$ cat config.mk
export PLATFORM = sky130hd
export DESIGN_NAME = annexb_nal_splitter
export DESIGN_NICKNAME = d
export VERILOG_FILES = /design/src/rtl/anbs_pkg.sv /design/src/rtl/anbs_scan.sv /design/src/rtl/anbs_outbuf.sv /design/src/rtl/annexb_nal_splitter.sv
export SDC_FILE = /design/constraint.sdc
export NUM_CORES = 1
export LEC_CHECK = 0
export BUFFER_PORTS_ARGS = -buffer_cell sky130_fd_sc_hd__buf_2
export CAP_MARGIN = 20
export CORE_MARGIN = 1
export CORE_UTILIZATION = 60
export DETAILED_ROUTE_END_ITERATION = 10
export PLACE_DENSITY = 0.77
export REMOVE_ABC_BUFFERS = 1
export SYNTH_ARGS = -nofsm -noshare
export SYNTH_HDL_FRONTEND = slang
export SYNTH_SLANG_ARGS = --single-unit
$ cat constraint.sdc
create_clock -name clk -period 11.8 [get_ports clk]
set_input_delay 0.59 -clock clk [delete_from_list [all_inputs] [get_ports clk]]
set_output_delay 0.59 -clock clk [all_outputs]
set_load 0.02 [all_outputs]
$ cat src/rtl/anbs_pkg.sv
// ----------------------------------------------------------------------------
// anbs_pkg: shared types for the Annex B NAL splitter
// Window, scan state and result list types used by the scan logic, the
// result buffer and the top level.
// ----------------------------------------------------------------------------
package anbs_pkg;

  localparam int WIN_DEPTH = 4;
  localparam int MAX_RES   = 5;
  localparam int CNT_W     = 3;

  typedef logic [WIN_DEPTH-1:0][7:0] win_t;

  typedef struct packed {
    win_t             win;
    logic [CNT_W-1:0] cnt;
    logic             in_nal;
    logic [7:0]       hb;
    logic             hv;
    logic             hf;
  } scan_st_t;

  typedef struct packed {
    logic [7:0] data;
    logic       first;
    logic       fin;
  } res_t;

  typedef res_t [MAX_RES-1:0] res_list_t;

  typedef struct packed {
    res_list_t        res;
    logic [CNT_W-1:0] nres;
  } res_pack_t;

endpackage

$ cat src/rtl/anbs_scan.sv
// ----------------------------------------------------------------------------
// anbs_scan: start code scan for one input byte
// Combinational next-state and result list for one accepted request,
// including the flush at buffer end.
// ----------------------------------------------------------------------------
module anbs_scan
  import anbs_pkg::*;
(
  input  scan_st_t   st,
  input  logic [7:0] data_byte,
  input  logic       buffer_end,
  output scan_st_t   st_nxt,
  output res_pack_t  res_out
);

  localparam logic [CNT_W-1:0] LEN_POP = CNT_W'(1);
  localparam logic [CNT_W-1:0] LEN_SC3 = CNT_W'(3);
  localparam logic [CNT_W-1:0] LEN_SC4 = CNT_W'(4);
  localparam logic [CNT_W-1:0] CNT_FULL = CNT_W'(WIN_DEPTH);

  typedef struct packed {
    scan_st_t  st;
    res_pack_t rp;
  } work_t;

  function automatic work_t emit(work_t w, logic [7:0] b, logic first, logic fin);
    if (w.rp.nres < CNT_W'(MAX_RES)) begin
      w.rp.res[w.rp.nres] = '{data: b, first: first, fin: fin};
      w.rp.nres = w.rp.nres + CNT_W'(1);
    end
    return w;
  endfunction

  function automatic work_t drop(work_t w, logic [CNT_W-1:0] k);
    if (k >= w.st.cnt) begin
      w.st.cnt = '0;
    end else begin
      unique case (k)
        LEN_POP: begin
          w.st.win[0] = w.st.win[1];
          w.st.win[1] = w.st.win[2];
          w.st.win[2] = w.st.win[3];
        end
        LEN_SC3: begin
          w.st.win[0] = w.st.win[3];
        end
        default: ;
      endcase
      w.st.cnt = w.st.cnt - k;
    end
    return w;
  endfunction

  function automatic work_t close_nal(work_t w);
    if (w.st.hv) begin
      w = emit(w, w.st.hb, w.st.hf, 1'b1);
    end
    w.st.hv = 1'b0;
    w.st.hf = 1'b0;
    w.st.hb = '0;
    return w;
  endfunction

  function automatic work_t start_code(work_t w, logic [CNT_W-1:0] len);
    w = close_nal(w);
    w.st.in_nal = 1'b1;
    return drop(w, len);
  endfunction

  function automatic work_t pop(work_t w);
    logic first;
    first = !w.st.hv;
    if (w.st.in_nal) begin
      if (w.st.hv) begin
        w = emit(w, w.st.hb, w.st.hf, 1'b0);
      end
      w.st.hb = w.st.win[0];
      w.st.hv = 1'b1;
      w.st.hf = first;
    end
    return drop(w, LEN_POP);
  endfunction

  function automatic logic is_sc3(win_t v);
    return (v[0] == 8'h00) && (v[1] == 8'h00) && (v[2] == 8'h01);
  endfunction

  function automatic logic is_sc4(win_t v);
    return (v[0] == 8'h00) && (v[1] == 8'h00) && (v[2] == 8'h00) && (v[3] == 8'h01);
  endfunction

  always_comb begin
    work_t w;
    w.st = st;
    w.rp = '0;
    // append the new byte; the window never holds more than three between bytes
    w.st.win[st.cnt[1:0]] = data_byte;
    w.st.cnt = st.cnt + CNT_W'(1);

    if (w.st.cnt == CNT_FULL) begin
      if (is_sc3(w.st.win)) begin
        w = start_code(w, LEN_SC3);
      end else if (is_sc4(w.st.win)) begin
        w = start_code(w, LEN_SC4);
      end else begin
        w = pop(w);
      end
    end

    if (buffer_end) begin
      if (w.st.cnt >= LEN_SC3) begin
        if (is_sc3(w.st.win)) begin
          w = start_code(w, LEN_SC3);
        end else begin
          w = pop(w);
        end
      end
      for (int i = 0; i < WIN_DEPTH - 1; i++) begin
        if (w.st.cnt != '0) begin
          w = pop(w);
        end
      end
      w = close_nal(w);
      w.st = '0;
    end

    st_nxt  = w.st;
    res_out = w.rp;
  end

endmodule

$ cat src/rtl/anbs_outbuf.sv
// ----------------------------------------------------------------------------
// anbs_outbuf: result buffer
// Holds the results of one request and hands them out one per cycle unless out_stall.
// ----------------------------------------------------------------------------
module anbs_outbuf
  import anbs_pkg::*;
(
  input  logic       clk,
  input  logic       rst_n,
  input  logic       load,
  input  res_pack_t  res_in,
  output logic       can_load,
  output logic       out_valid,
  input  logic       out_stall,
  output logic [7:0] out_nal_byte,
  output logic       out_nal_first,
  output logic       out_nal_final,
  output logic       out_run_last
);

  res_list_t        ent_r;
  logic [CNT_W-1:0] left_r;
  logic             pop;

  assign pop       = (left_r != '0) && !out_stall;
  assign can_load  = (left_r == '0) || ((left_r == CNT_W'(1)) && !out_stall);

  assign out_valid     = (left_r != '0);
  assign out_nal_byte  = ent_r[0].data;
  assign out_nal_first = ent_r[0].first;
  assign out_nal_final = ent_r[0].fin;
  assign out_run_last  = (left_r == CNT_W'(1));

  always_ff @(posedge clk) begin
    if (!rst_n) begin
      left_r <= '0;
    end else if (load) begin
      left_r <= res_in.nres;
    end else if (pop) begin
      left_r <= left_r - CNT_W'(1);
    end
  end

  // shift down so the head is always entry zero
  always_ff @(posedge clk) begin
    if (load) begin
      ent_r <= res_in.res;
    end else if (pop) begin
      for (int i = 0; i < MAX_RES - 1; i++) begin
        ent_r[i] <= ent_r[i+1];
      end
    end
  end

  a_left_max: assert property (@(posedge clk) disable iff (!rst_n)
    left_r <= CNT_W'(MAX_RES))
    else $error("result buffer count out of range");

  a_load_safe: assert property (@(posedge clk) disable iff (!rst_n)
    load |-> ((left_r == '0) || (left_r == CNT_W'(1) && !out_stall)))
    else $error("load while results still pending");

  a_drain: assert property (@(posedge clk) disable iff (!rst_n)
    (pop && !load) |=> (left_r == $past(left_r) - CNT_W'(1)))
    else $error("result count did not advance");

endmodule

$ cat src/rtl/annexb_nal_splitter.sv
// ----------------------------------------------------------------------------
// annexb_nal_splitter: Annex B start code NAL splitter
// Splits a byte stream at 00 00 01 / 00 00 00 01 start codes into NAL bytes
// with first/last marks.
// ----------------------------------------------------------------------------
// Results of a request are registered and appear on the output in the cycle
// after accept. Throughput: one byte per cycle unless in_stall; a byte other
// than a buffer end yields at most one result. A buffer-end byte yields up to
// five results, drained one per cycle unless out_stall, stalling the input.
// Reset: rst_n synchronous, active low; clears the scan state and the
// result buffer count, no clearing pass.
// ----------------------------------------------------------------------------
module annexb_nal_splitter
  import anbs_pkg::*;
(
  input  logic       clk,
  input  logic       rst_n,
  input  logic       in_valid,
  output logic       in_stall,
  input  logic [7:0] in_data_byte,
  input  logic       in_buffer_end,
  output logic       out_valid,
  input  logic       out_stall,
  output logic [7:0] out_nal_byte,
  output logic       out_nal_first,
  output logic       out_nal_final,
  output logic       out_run_last
);

  // Scan state: up to three undecided bytes, the NAL flag and the held byte.
  // The held byte waits until the next decision tells whether it is final.
  scan_st_t  st_r;
  scan_st_t  st_nxt;
  res_pack_t res;
  logic      can_load;
  logic      in_accept;

  // Stall while more than one result is pending or the last one is held by
  // out_stall, so a new request can overlap the last result leaving.
  assign in_stall  = !can_load;
  assign in_accept = in_valid && can_load;

  anbs_scan u_scan (
    .st         (st_r),
    .data_byte  (in_data_byte),
    .buffer_end (in_buffer_end),
    .st_nxt     (st_nxt),
    .res_out    (res)
  );

  // Hold the scan state; advance only on an accepted request.
  always_ff @(posedge clk) begin
    if (!rst_n) begin
      st_r <= '0;
    end else if (in_accept) begin
      st_r <= st_nxt;
    end
  end

  // Load the result list of each accepted request that produced results.
  anbs_outbuf u_outbuf (
    .clk           (clk),
    .rst_n         (rst_n),
    .load          (in_accept && (res.nres != '0)),
    .res_in        (res),
    .can_load      (can_load),
    .out_valid     (out_valid),
    .out_stall     (out_stall),
    .out_nal_byte  (out_nal_byte),
    .out_nal_first (out_nal_first),
    .out_nal_final (out_nal_final),
    .out_run_last  (out_run_last)
  );

  a_cnt_max: assert property (@(posedge clk) disable iff (!rst_n)
    st_r.cnt < CNT_W'(WIN_DEPTH))
    else $error("lookahead window overfilled");

  a_held_in_nal: assert property (@(posedge clk) disable iff (!rst_n)
    st_r.hv |-> st_r.in_nal)
    else $error("held byte outside a NAL");

  a_end_reset: assert property (@(posedge clk) disable iff (!rst_n)
    (in_accept && in_buffer_end) |=> (st_r.cnt == '0 && !st_r.in_nal && !st_r.hv))
    else $error("state not cleared after buffer end");

  a_mid_one: assert property (@(posedge clk) disable iff (!rst_n)
    (in_accept && !in_buffer_end) |-> (res.nres <= CNT_W'(1)))
    else $error("more than one result for a mid-buffer byte");

endmodule

==> results by group, run 1 <==
Status
  – Outcome: finished, final reports clean

Setup path
  – Slowest cell on the critical path: or4_1
  – Critical Path RT: 11.91 ns
  – Critical-path maximum fanout: 29
  – Largest stage delay on the critical path: 0.64 ns
  – CP Data Arrival Time: about 11 ns
  – Critical Path Source Type: flop
  – CP endpoint kind: flop
  – Kind of critical path: flop to flop
  – Crit-path most repeated cell: ha_1

Power
  – IR drop worst, VDD: 0.000209 V
  – Sw frac: 0.432
  – Clock share of power: 0.210
  – Comb power frac: 0.483
  – Fraction of power consumed by sequential logic: 0.307
  – Final Power: 1470 uW
  – Pwr Density: around 140 mW/mm^2
  – Internal Dissipation: between 800 and 900 uW
  – LEAKAGE: 0.00367 uW
  – Net Switching: 637 uW

Timing
  – Tmin final: around 11 ns
  – Slack of the critical path: ~0.58 ns
  – Finish-stage setup viols: 0
  – Worst slew margin: 0.254
  – F_max: slightly below 90 MHz
  – Fin. Hold Viols: 0
  – Final worst path period share: 0.951
  – Layout Skew: roughly 0.018 ns
  – Unrepaired setup endpoints after global routing: false
  – Worst-Margin Slew: ~1.1 ns
  – Fin Setup TNS: 0 ns
  – Max-slew violations: 0

Min path
  – Hold Crit Class: flop to flop

Finish
  – Ratio of cells with drive above 1 in the final layout: 0.124
  – Fill count: 1414
  – Layout area overhead: 4.70%
  – Total Nets Final: around 1300
  – Sequential standard cell area: 0.00248 mm^2
  – Multi-input gate area: about 0.007 mm^2
  – Diodes inserted: 0
  – Final Util: 0.651

GRT
  – Global-route wire length before repair: just over 50000 um
  – GR peak layer: met2
  – Routing usage on met1: 0.541
  – Initial antenna violation count: 0
  – Met2 usage: 0.593
  – Total grt overflow: 0
  – Vias in the first global route: 9245
  – Gr usage total: 0.384
  – Met3 Use GR: 0.0696
  – Largest net degree at the start of global routing: 56

Yosys
  – Leading area contributor after synthesis: edfxtp_1
  – #FFs+latches synth: between 90 and 100
  – Post-synth EDFFs: 50
  – Synth Instances: around 1300
  – Seq/Total Area, Yosys: 0.249
  – Top-area cell type share of the netlist area: 0.150
  – Yosys cell types: a little over 90
  – Top post-synthesis cells by count: 124 x nor2_1, 115 x o21ai_0, 104 x nand2_1
  – Predominant post-synthesis flop cell: edfxtp_1
  – Fraction of registers with async set/reset: 0
  – Syn_area_per_cell: between 7 and 8 um^2
  – Ranking of synthesized cells by area: edfxtp_1 15%, dfxtp_1 9.8%, mux2i_1 6.1%
  – Synth warn: 0
  – Most common cell in the netlist: nor2_1
  – Netlist Area Pre-Place: around 0.01 mm^2

Placement
  – Count of input and output buffers: 25
  – Pre-CTS WS: about 0.46 ns
  – Dpl hpwl: between 20000 and 25000 um
  – RePlAce Congestion: around 1

Clocking
  – Clock Sinks: slightly below 100
  – CTS Buf Count: 9
  – Clk Tree Root Cell: clkbuf_16
  – Largest buffer count on any clock path: 2
  – Clk pin slew, worst setup/hold paths: approximately 0.09 ns
  – TritonCTS clock tree: built
  – # H-tree levels: 3
  – Worst-Skew Late Latency: around 0.37 ns

Routing
  – WL per Instance: 22.1 um
  – Antenna Nets Post-Route: 0
  – DRT Wirelength: ~32000 um
  – Drt pass-1 iters: 7
  – DR vias/cell: about 7.1
  – # DRC: 0
  – Via Count: 10400
  – Detailed Route Iter0 Violations: about 1500

Floorplanning
  – Die Y: approximately 130 um
  – Initial Util: 0.621
  – Placement Rows: 46
  – Core area: between 0.015 and 0.02 mm^2
  – I/O pins: 26
  – Die area: about 0.017 mm^2
  – Die W: ~130 um

Flow run
  – Maxcap violations: 0
-- repair_timing --
| action | 4_1_cts | 5_1_grt |
|---|---|---|
| endpoints found under the setup margin | 0 | 72 |
| gates resized for setup | 0 | 2 |
| endpoints found under the hold margin | 0 | 0 |
| hold buffers | 0 | 0 |
| setup buffers | 0 | 0 |
-- path summary, 6_finish.rpt --
kind                                     start  slack, ns                                 end  cells after the start
setup / recovery         st_r[11]$_SDFFE_PN0P_       0.58  u_outbuf.out_nal_byte[0]$_DFFE_PP_                     35
hold / removal    u_outbuf.ent_r[13]$_DFFE_PP_       0.54  u_outbuf.out_nal_byte[1]$_DFFE_PP_                      1
setup reg to reg         st_r[11]$_SDFFE_PN0P_       0.58  u_outbuf.out_nal_byte[0]$_DFFE_PP_                     35
hold reg to reg   u_outbuf.ent_r[13]$_DFFE_PP_       0.54  u_outbuf.out_nal_byte[1]$_DFFE_PP_                      1
-- kinds of logic after synthesis --
| logic type | synth area share |
|---|---|
| compound gates | 0.302 |
| xor+xnor | 0.00539 |
| fa+ha+maj | 0.0361 |
| buf+inv | 0.0591 |
| flops | 0.249 |
| mux | 0.123 |
| other cells | 0.000376 |
| simple gates | 0.225 |
-- flip-flops by register name (all words and copies together) (netlist names) --
register / count
u_outbuf.left_r: 3
u_outbuf.out_nal_byte: 8
u_outbuf.out_nal_final: 1
st_r: 46
u_outbuf.out_nal_first: 1
u_outbuf.ent_r: 40
-- critical path, delay by kind of cell, from the launching register on --
family                   cells  cell delay, ns
multiplexers                 3            1.09
buffers and inverters        7            1.33
adder cells (fa/ha/maj)      5            1.37
AND/OR/NAND/NOR             11            4.05
flip-flops                   1            0.55
AO/OA/AOI/OAI                9            2.52
-- power by group through the flow --
stage | Combinational (uW) | Clock [uW] | Sequential (uW)
floorplan | 484 | 0 | 469
global placement | 683 | 0 | 458
detailed placement | 693 | 0 | 459
CTS | 697 | 310 | 452
global route | 764 | 320 | 457
finish | 713 | 310 | 452
-- through the flow --
stage	instance area [um^2]	hold WS [ns]	cells
after floorplan	9560	0.493	1191
after global placement	10100	0.507	1453
after detailed placement	10100	0.517	1453
after CTS	10400	0.531	1469
after global routing	10400	0.553	1470
final	10400	0.535	1470
-- routing by layer --
| metal | share of wire | vias to the layer above |
|---|---|---|
| met5 | 0 | - |
| li1 | - | 4740 |
| met3 | 0.12 | 80 |
| met4 | 0.026 | 0 |
| met1 | 0.42 | 4869 |
| met2 | 0.43 | 697 |
-- layout by cell type (no fill, tap or decap), types with 7 or more instances in the layout --
| cell type | n |
|---|---|
| a22o_1 | 12 |
| a221oi_1 | 10 |
| nand3_1 | 45 |
| clkbuf_16 | 10 |
| mux2_2 | 38 |
| mux2i_1 | 61 |
| a31oi_1 | 12 |
| edfxtp_1 | 50 |
| a22oi_1 | 32 |
| o21ai_0 | 115 |
| nand2_1 | 104 |
| a21oi_1 | 98 |
| and3_1 | 11 |
| ha_1 | 28 |
| mux2_4 | 8 |
| a211oi_1 | 31 |
| nor4_1 | 10 |
| inv_1 | 37 |
| nor2b_1 | 40 |
| o31ai_1 | 9 |
| o22ai_1 | 28 |
| dfxtp_1 | 49 |
| o211ai_1 | 24 |
| nor2_1 | 123 |
| a21o_1 | 7 |
| buf_4 | 21 |
| buf_2 | 25 |
| nand4_1 | 7 |
| nand2b_1 | 13 |
| and2_1 | 29 |
| nor3_1 | 30 |
-- area by class of cell --
| type | count | share of cell area |
|---|---|---|
| multi-input combinational | 1048 | 0.663 |
| sequential | 99 | 0.238 |
| timing repair buffer | 47 | 0.0281 |
| tap | 216 | 0.0259 |
| clock buffer | 10 | 0.0240 |
| inverter | 44 | 0.0164 |
| clock inverter | 6 | 0.00467 |
Note: power is estimated with default switching activity, not from simulation.
==> inputs of run 2 (changes only) <==
--- a/config.mk
+++ b/config.mk
@@ -14,4 +14,5 @@
 export REMOVE_ABC_BUFFERS = 1
 export SYNTH_ARGS = -nofsm -noshare
 export SYNTH_HDL_FRONTEND = slang
+export SYNTH_HIERARCHICAL = 1
 export SYNTH_SLANG_ARGS = --single-unit
==> run 2 against run 1 <==
Worst hold slack got worse by 0.067 ns. Sequential power decreased by 18%. Fmax increased by 1.5%. Non-clock buffer count is 6 higher. Register-to-register slack gained 0.17 ns. Largest power group is now registers. Highest routed layer unchanged.
==> results by group, run 2 <==
Status
  – Outcome: finished, final reports clean

Yosys
  – Seq/Total Area, Yosys: 0.237
  – Leading area contributor after synthesis: edfxtp_1
  – Synth Instances: around 1300
  – Netlist Area Pre-Place: between 0.01 and 0.015 mm^2
  – #FFs+latches synth: between 90 and 100
  – Top post-synthesis cells by count: 155 x nand2_1, 108 x mux2i_1, 104 x nor2_1
  – Syn_area_per_cell: about 8 um^2
  – Ranking of synthesized cells by area: edfxtp_1 14%, mux2i_1 10%, dfxtp_1 9.4%
  – Synth warn: 6
  – Fraction of registers with async set/reset: 0
  – Most common cell in the netlist: nand2_1
  – Top-area cell type share of the netlist area: 0.143
  – Yosys cell types: ~100
  – Predominant post-synthesis flop cell: edfxtp_1
  – Post-synth EDFFs: 50

Timing
  – Tmin final: approximately 11 ns
  – Finish-stage setup viols: 0
  – Worst-Margin Slew: ~1.1 ns
  – Worst slew margin: 0.259
  – Fin. Hold Viols: 0
  – Layout Skew: slightly above 0.01 ns
  – Final worst path period share: 0.937
  – Max-slew violations: 0
  – F_max: 90.5 MHz
  – Unrepaired setup endpoints after global routing: false
  – Fin Setup TNS: 0 ns
  – Smallest hold slack: roughly 0.47 ns

Setup path
  – CP endpoint kind: flop
  – Largest stage delay on the critical path: about 0.76 ns
  – Kind of critical path: flop to flop
  – Crit-path most repeated cell: ha_1
  – CP Data Arrival Time: around 11 ns
  – WP buf/inv: 5
  – R2R Setup Slk: approximately 0.75 ns
  – Slowest cell on the critical path: a2111oi_0
  – Critical Path RT: about 12 ns
  – Critical Path Source Type: flop
  – CP delay by family, top: compound AO/OA/AOI/OAI gates
  – Critical-path maximum fanout: 52

Floorplanning
  – Die W: approximately 130 um
  – I/O pins: 26
  – Core area: between 0.015 and 0.02 mm^2
  – Die area: about 0.018 mm^2
  – Initial Util: 0.623
  – Placement Rows: 47
  – Die Y: 134 um

Power
  – LEAKAGE: 0.00382 uW
  – Pwr Density: roughly 84 mW/mm^2
  – IR drop worst, VDD: ~0.000073 V

Placement
  – RePlAce Congestion: just under 1
  – Count of input and output buffers: 25
  – Dpl hpwl: 24800 um

Clocking
  – Clk Tree Root Cell: clkbuf_16
  – CTS Buf Count: 9
  – Clock Sinks: 99
  – Post-CTS Setup Bufs: 0
  – Post-cts sizing count: 0
  – Worst-Skew Late Latency: 0.37 ns
  – Clk pin slew, worst setup/hold paths: 0.08 ns
  – Largest buffer count on any clock path: 2
  – TritonCTS clock tree: built
  – # H-tree levels: 3
  – CTS Hold Bufs: 0

Finish
  – Most frequent cells in the layout: 155 x nand2_1, 108 x mux2i_1, 104 x nor2_1, 74 x o21ai_0, 70 x mux2_2
  – Total Nets Final: 1299
  – Sequential standard cell area: around 0.0025 mm^2
  – Biggest register: st_r
  – Layout area overhead: 3.29%
  – Diodes inserted: 0
  – Fill count: between 1500 and 2000
  – Commonest non-fill, non-tap cell in the layout: nand2_1
  – Ratio of cells with drive above 1 in the final layout: 0.164
  – Max reg flops: 46
  – Multi-input gate area: about 0.0073 mm^2

Routing
  – Drt pass-1 iters: 6
  – Detailed Route Iter0 Violations: roughly 1700
  – Antenna Nets Post-Route: 0
  – DR vias/cell: about 7.3
  – WL per Instance: between 20 and 25 um
  – DRT Wirelength: 34400 um
  – # DRC: 0
  – Via Count: between 10000 and 15000

GRT
  – Global-route wire length before repair: around 54000 um
  – Largest net degree at the start of global routing: 97
  – Gr usage total: 0.385
  – Total grt overflow: 0
  – Initial antenna violation count: 0
  – Vias in the first global route: slightly below 10000

Flow run
  – Maxcap violations: 0

Min path
  – Hold Crit Class: flop to flop
-- run 2: cell types whose count changed in the layout (fill, tap and decap cells not counted), moves of 23 or more --
cell	previous run	this run
mux2_2	38	70
a21oi_1	98	42
nand4_1	7	63
o21ai_1	2	38
mux2i_1	61	108
nand2_1	104	155
nor2b_1	40	7
o21ai_0	115	74
a211oi_1	31	8
-- run 2: cells by family (layout without fill, tap and decap cells) --
logic type,after synthesis,in the layout,share of synthesized area
buffers and inverters,159,117,0.0716
flip-flops,99,99,0.237
AO/OA/AOI/OAI,373,373,0.255
adder cells (fa/ha/maj),27,27,0.0322
other,1,1,0.000358
XOR/XNOR,3,3,0.00322
AND/OR/NAND/NOR,465,465,0.221
multiplexers,179,179,0.180
-- run 2: metal layers --
layer  wire (um)  up-vias  global-route usage
met5           0        -                   0
li1            -     4861                   -
met4        1160        0               0.141
met2       14900      684               0.591
met1       14500     5153               0.536
met3        3820      110              0.0760
-- run 2: worst min-delay path: cells and delay by family, from the launching register on --
family             cells  cell delay, ns
DFF                    1            0.32
AOI/OAI and AO/OA      1            0.05
and+or+nand+nor        1            0.06
-- run 2: final timing paths --
path	from	end	cells past startpoint
worst max-delay path	st_r[11]$_SDFFE_PN0P_	u_outbuf/ent_r[27]$_DFFE_PP_	32
worst min-delay path	st_r[15]$_SDFFE_PN0P_	st_r[15]$_SDFFE_PN0P_	2
worst max register to register	st_r[11]$_SDFFE_PN0P_	u_outbuf/ent_r[27]$_DFFE_PP_	32
worst min register to register	st_r[15]$_SDFFE_PN0P_	st_r[15]$_SDFFE_PN0P_	2
-- run 2: metrics by stage --
step                      power (uW)  area [um^2]  utilization  worst slack, ns  instances
after detailed placement         604        10500        0.627            0.911       1467
after floorplan                  525         9910            -           -0.151       1195
final                            911        10800        0.644            0.747       1484
after global routing             937        10800        0.644           0.0824       1484
after CTS                        902        10800        0.643            0.882       1483
after global placement           603        10500        0.627             1.41       1467
-- run 2: where the power goes --
group          switching, uW  internal (uW)  total (uW)
clock                    156            147         303
sequential              4.09            368         372
combinational            164           71.1         235
total                    325            586         911
-- run 2: cell type report --
cell class / instances / share of cell area
Clock buffer: 9 / 0.0208
Inverter: 48 / 0.0166
Multi-Input combinational cell: 1048 / 0.672
Timing Repair Buffer: 53 / 0.0307
Tap cell: 220 / 0.0254
Clock inverter: 7 / 0.00520
Sequential cell: 99 / 0.229
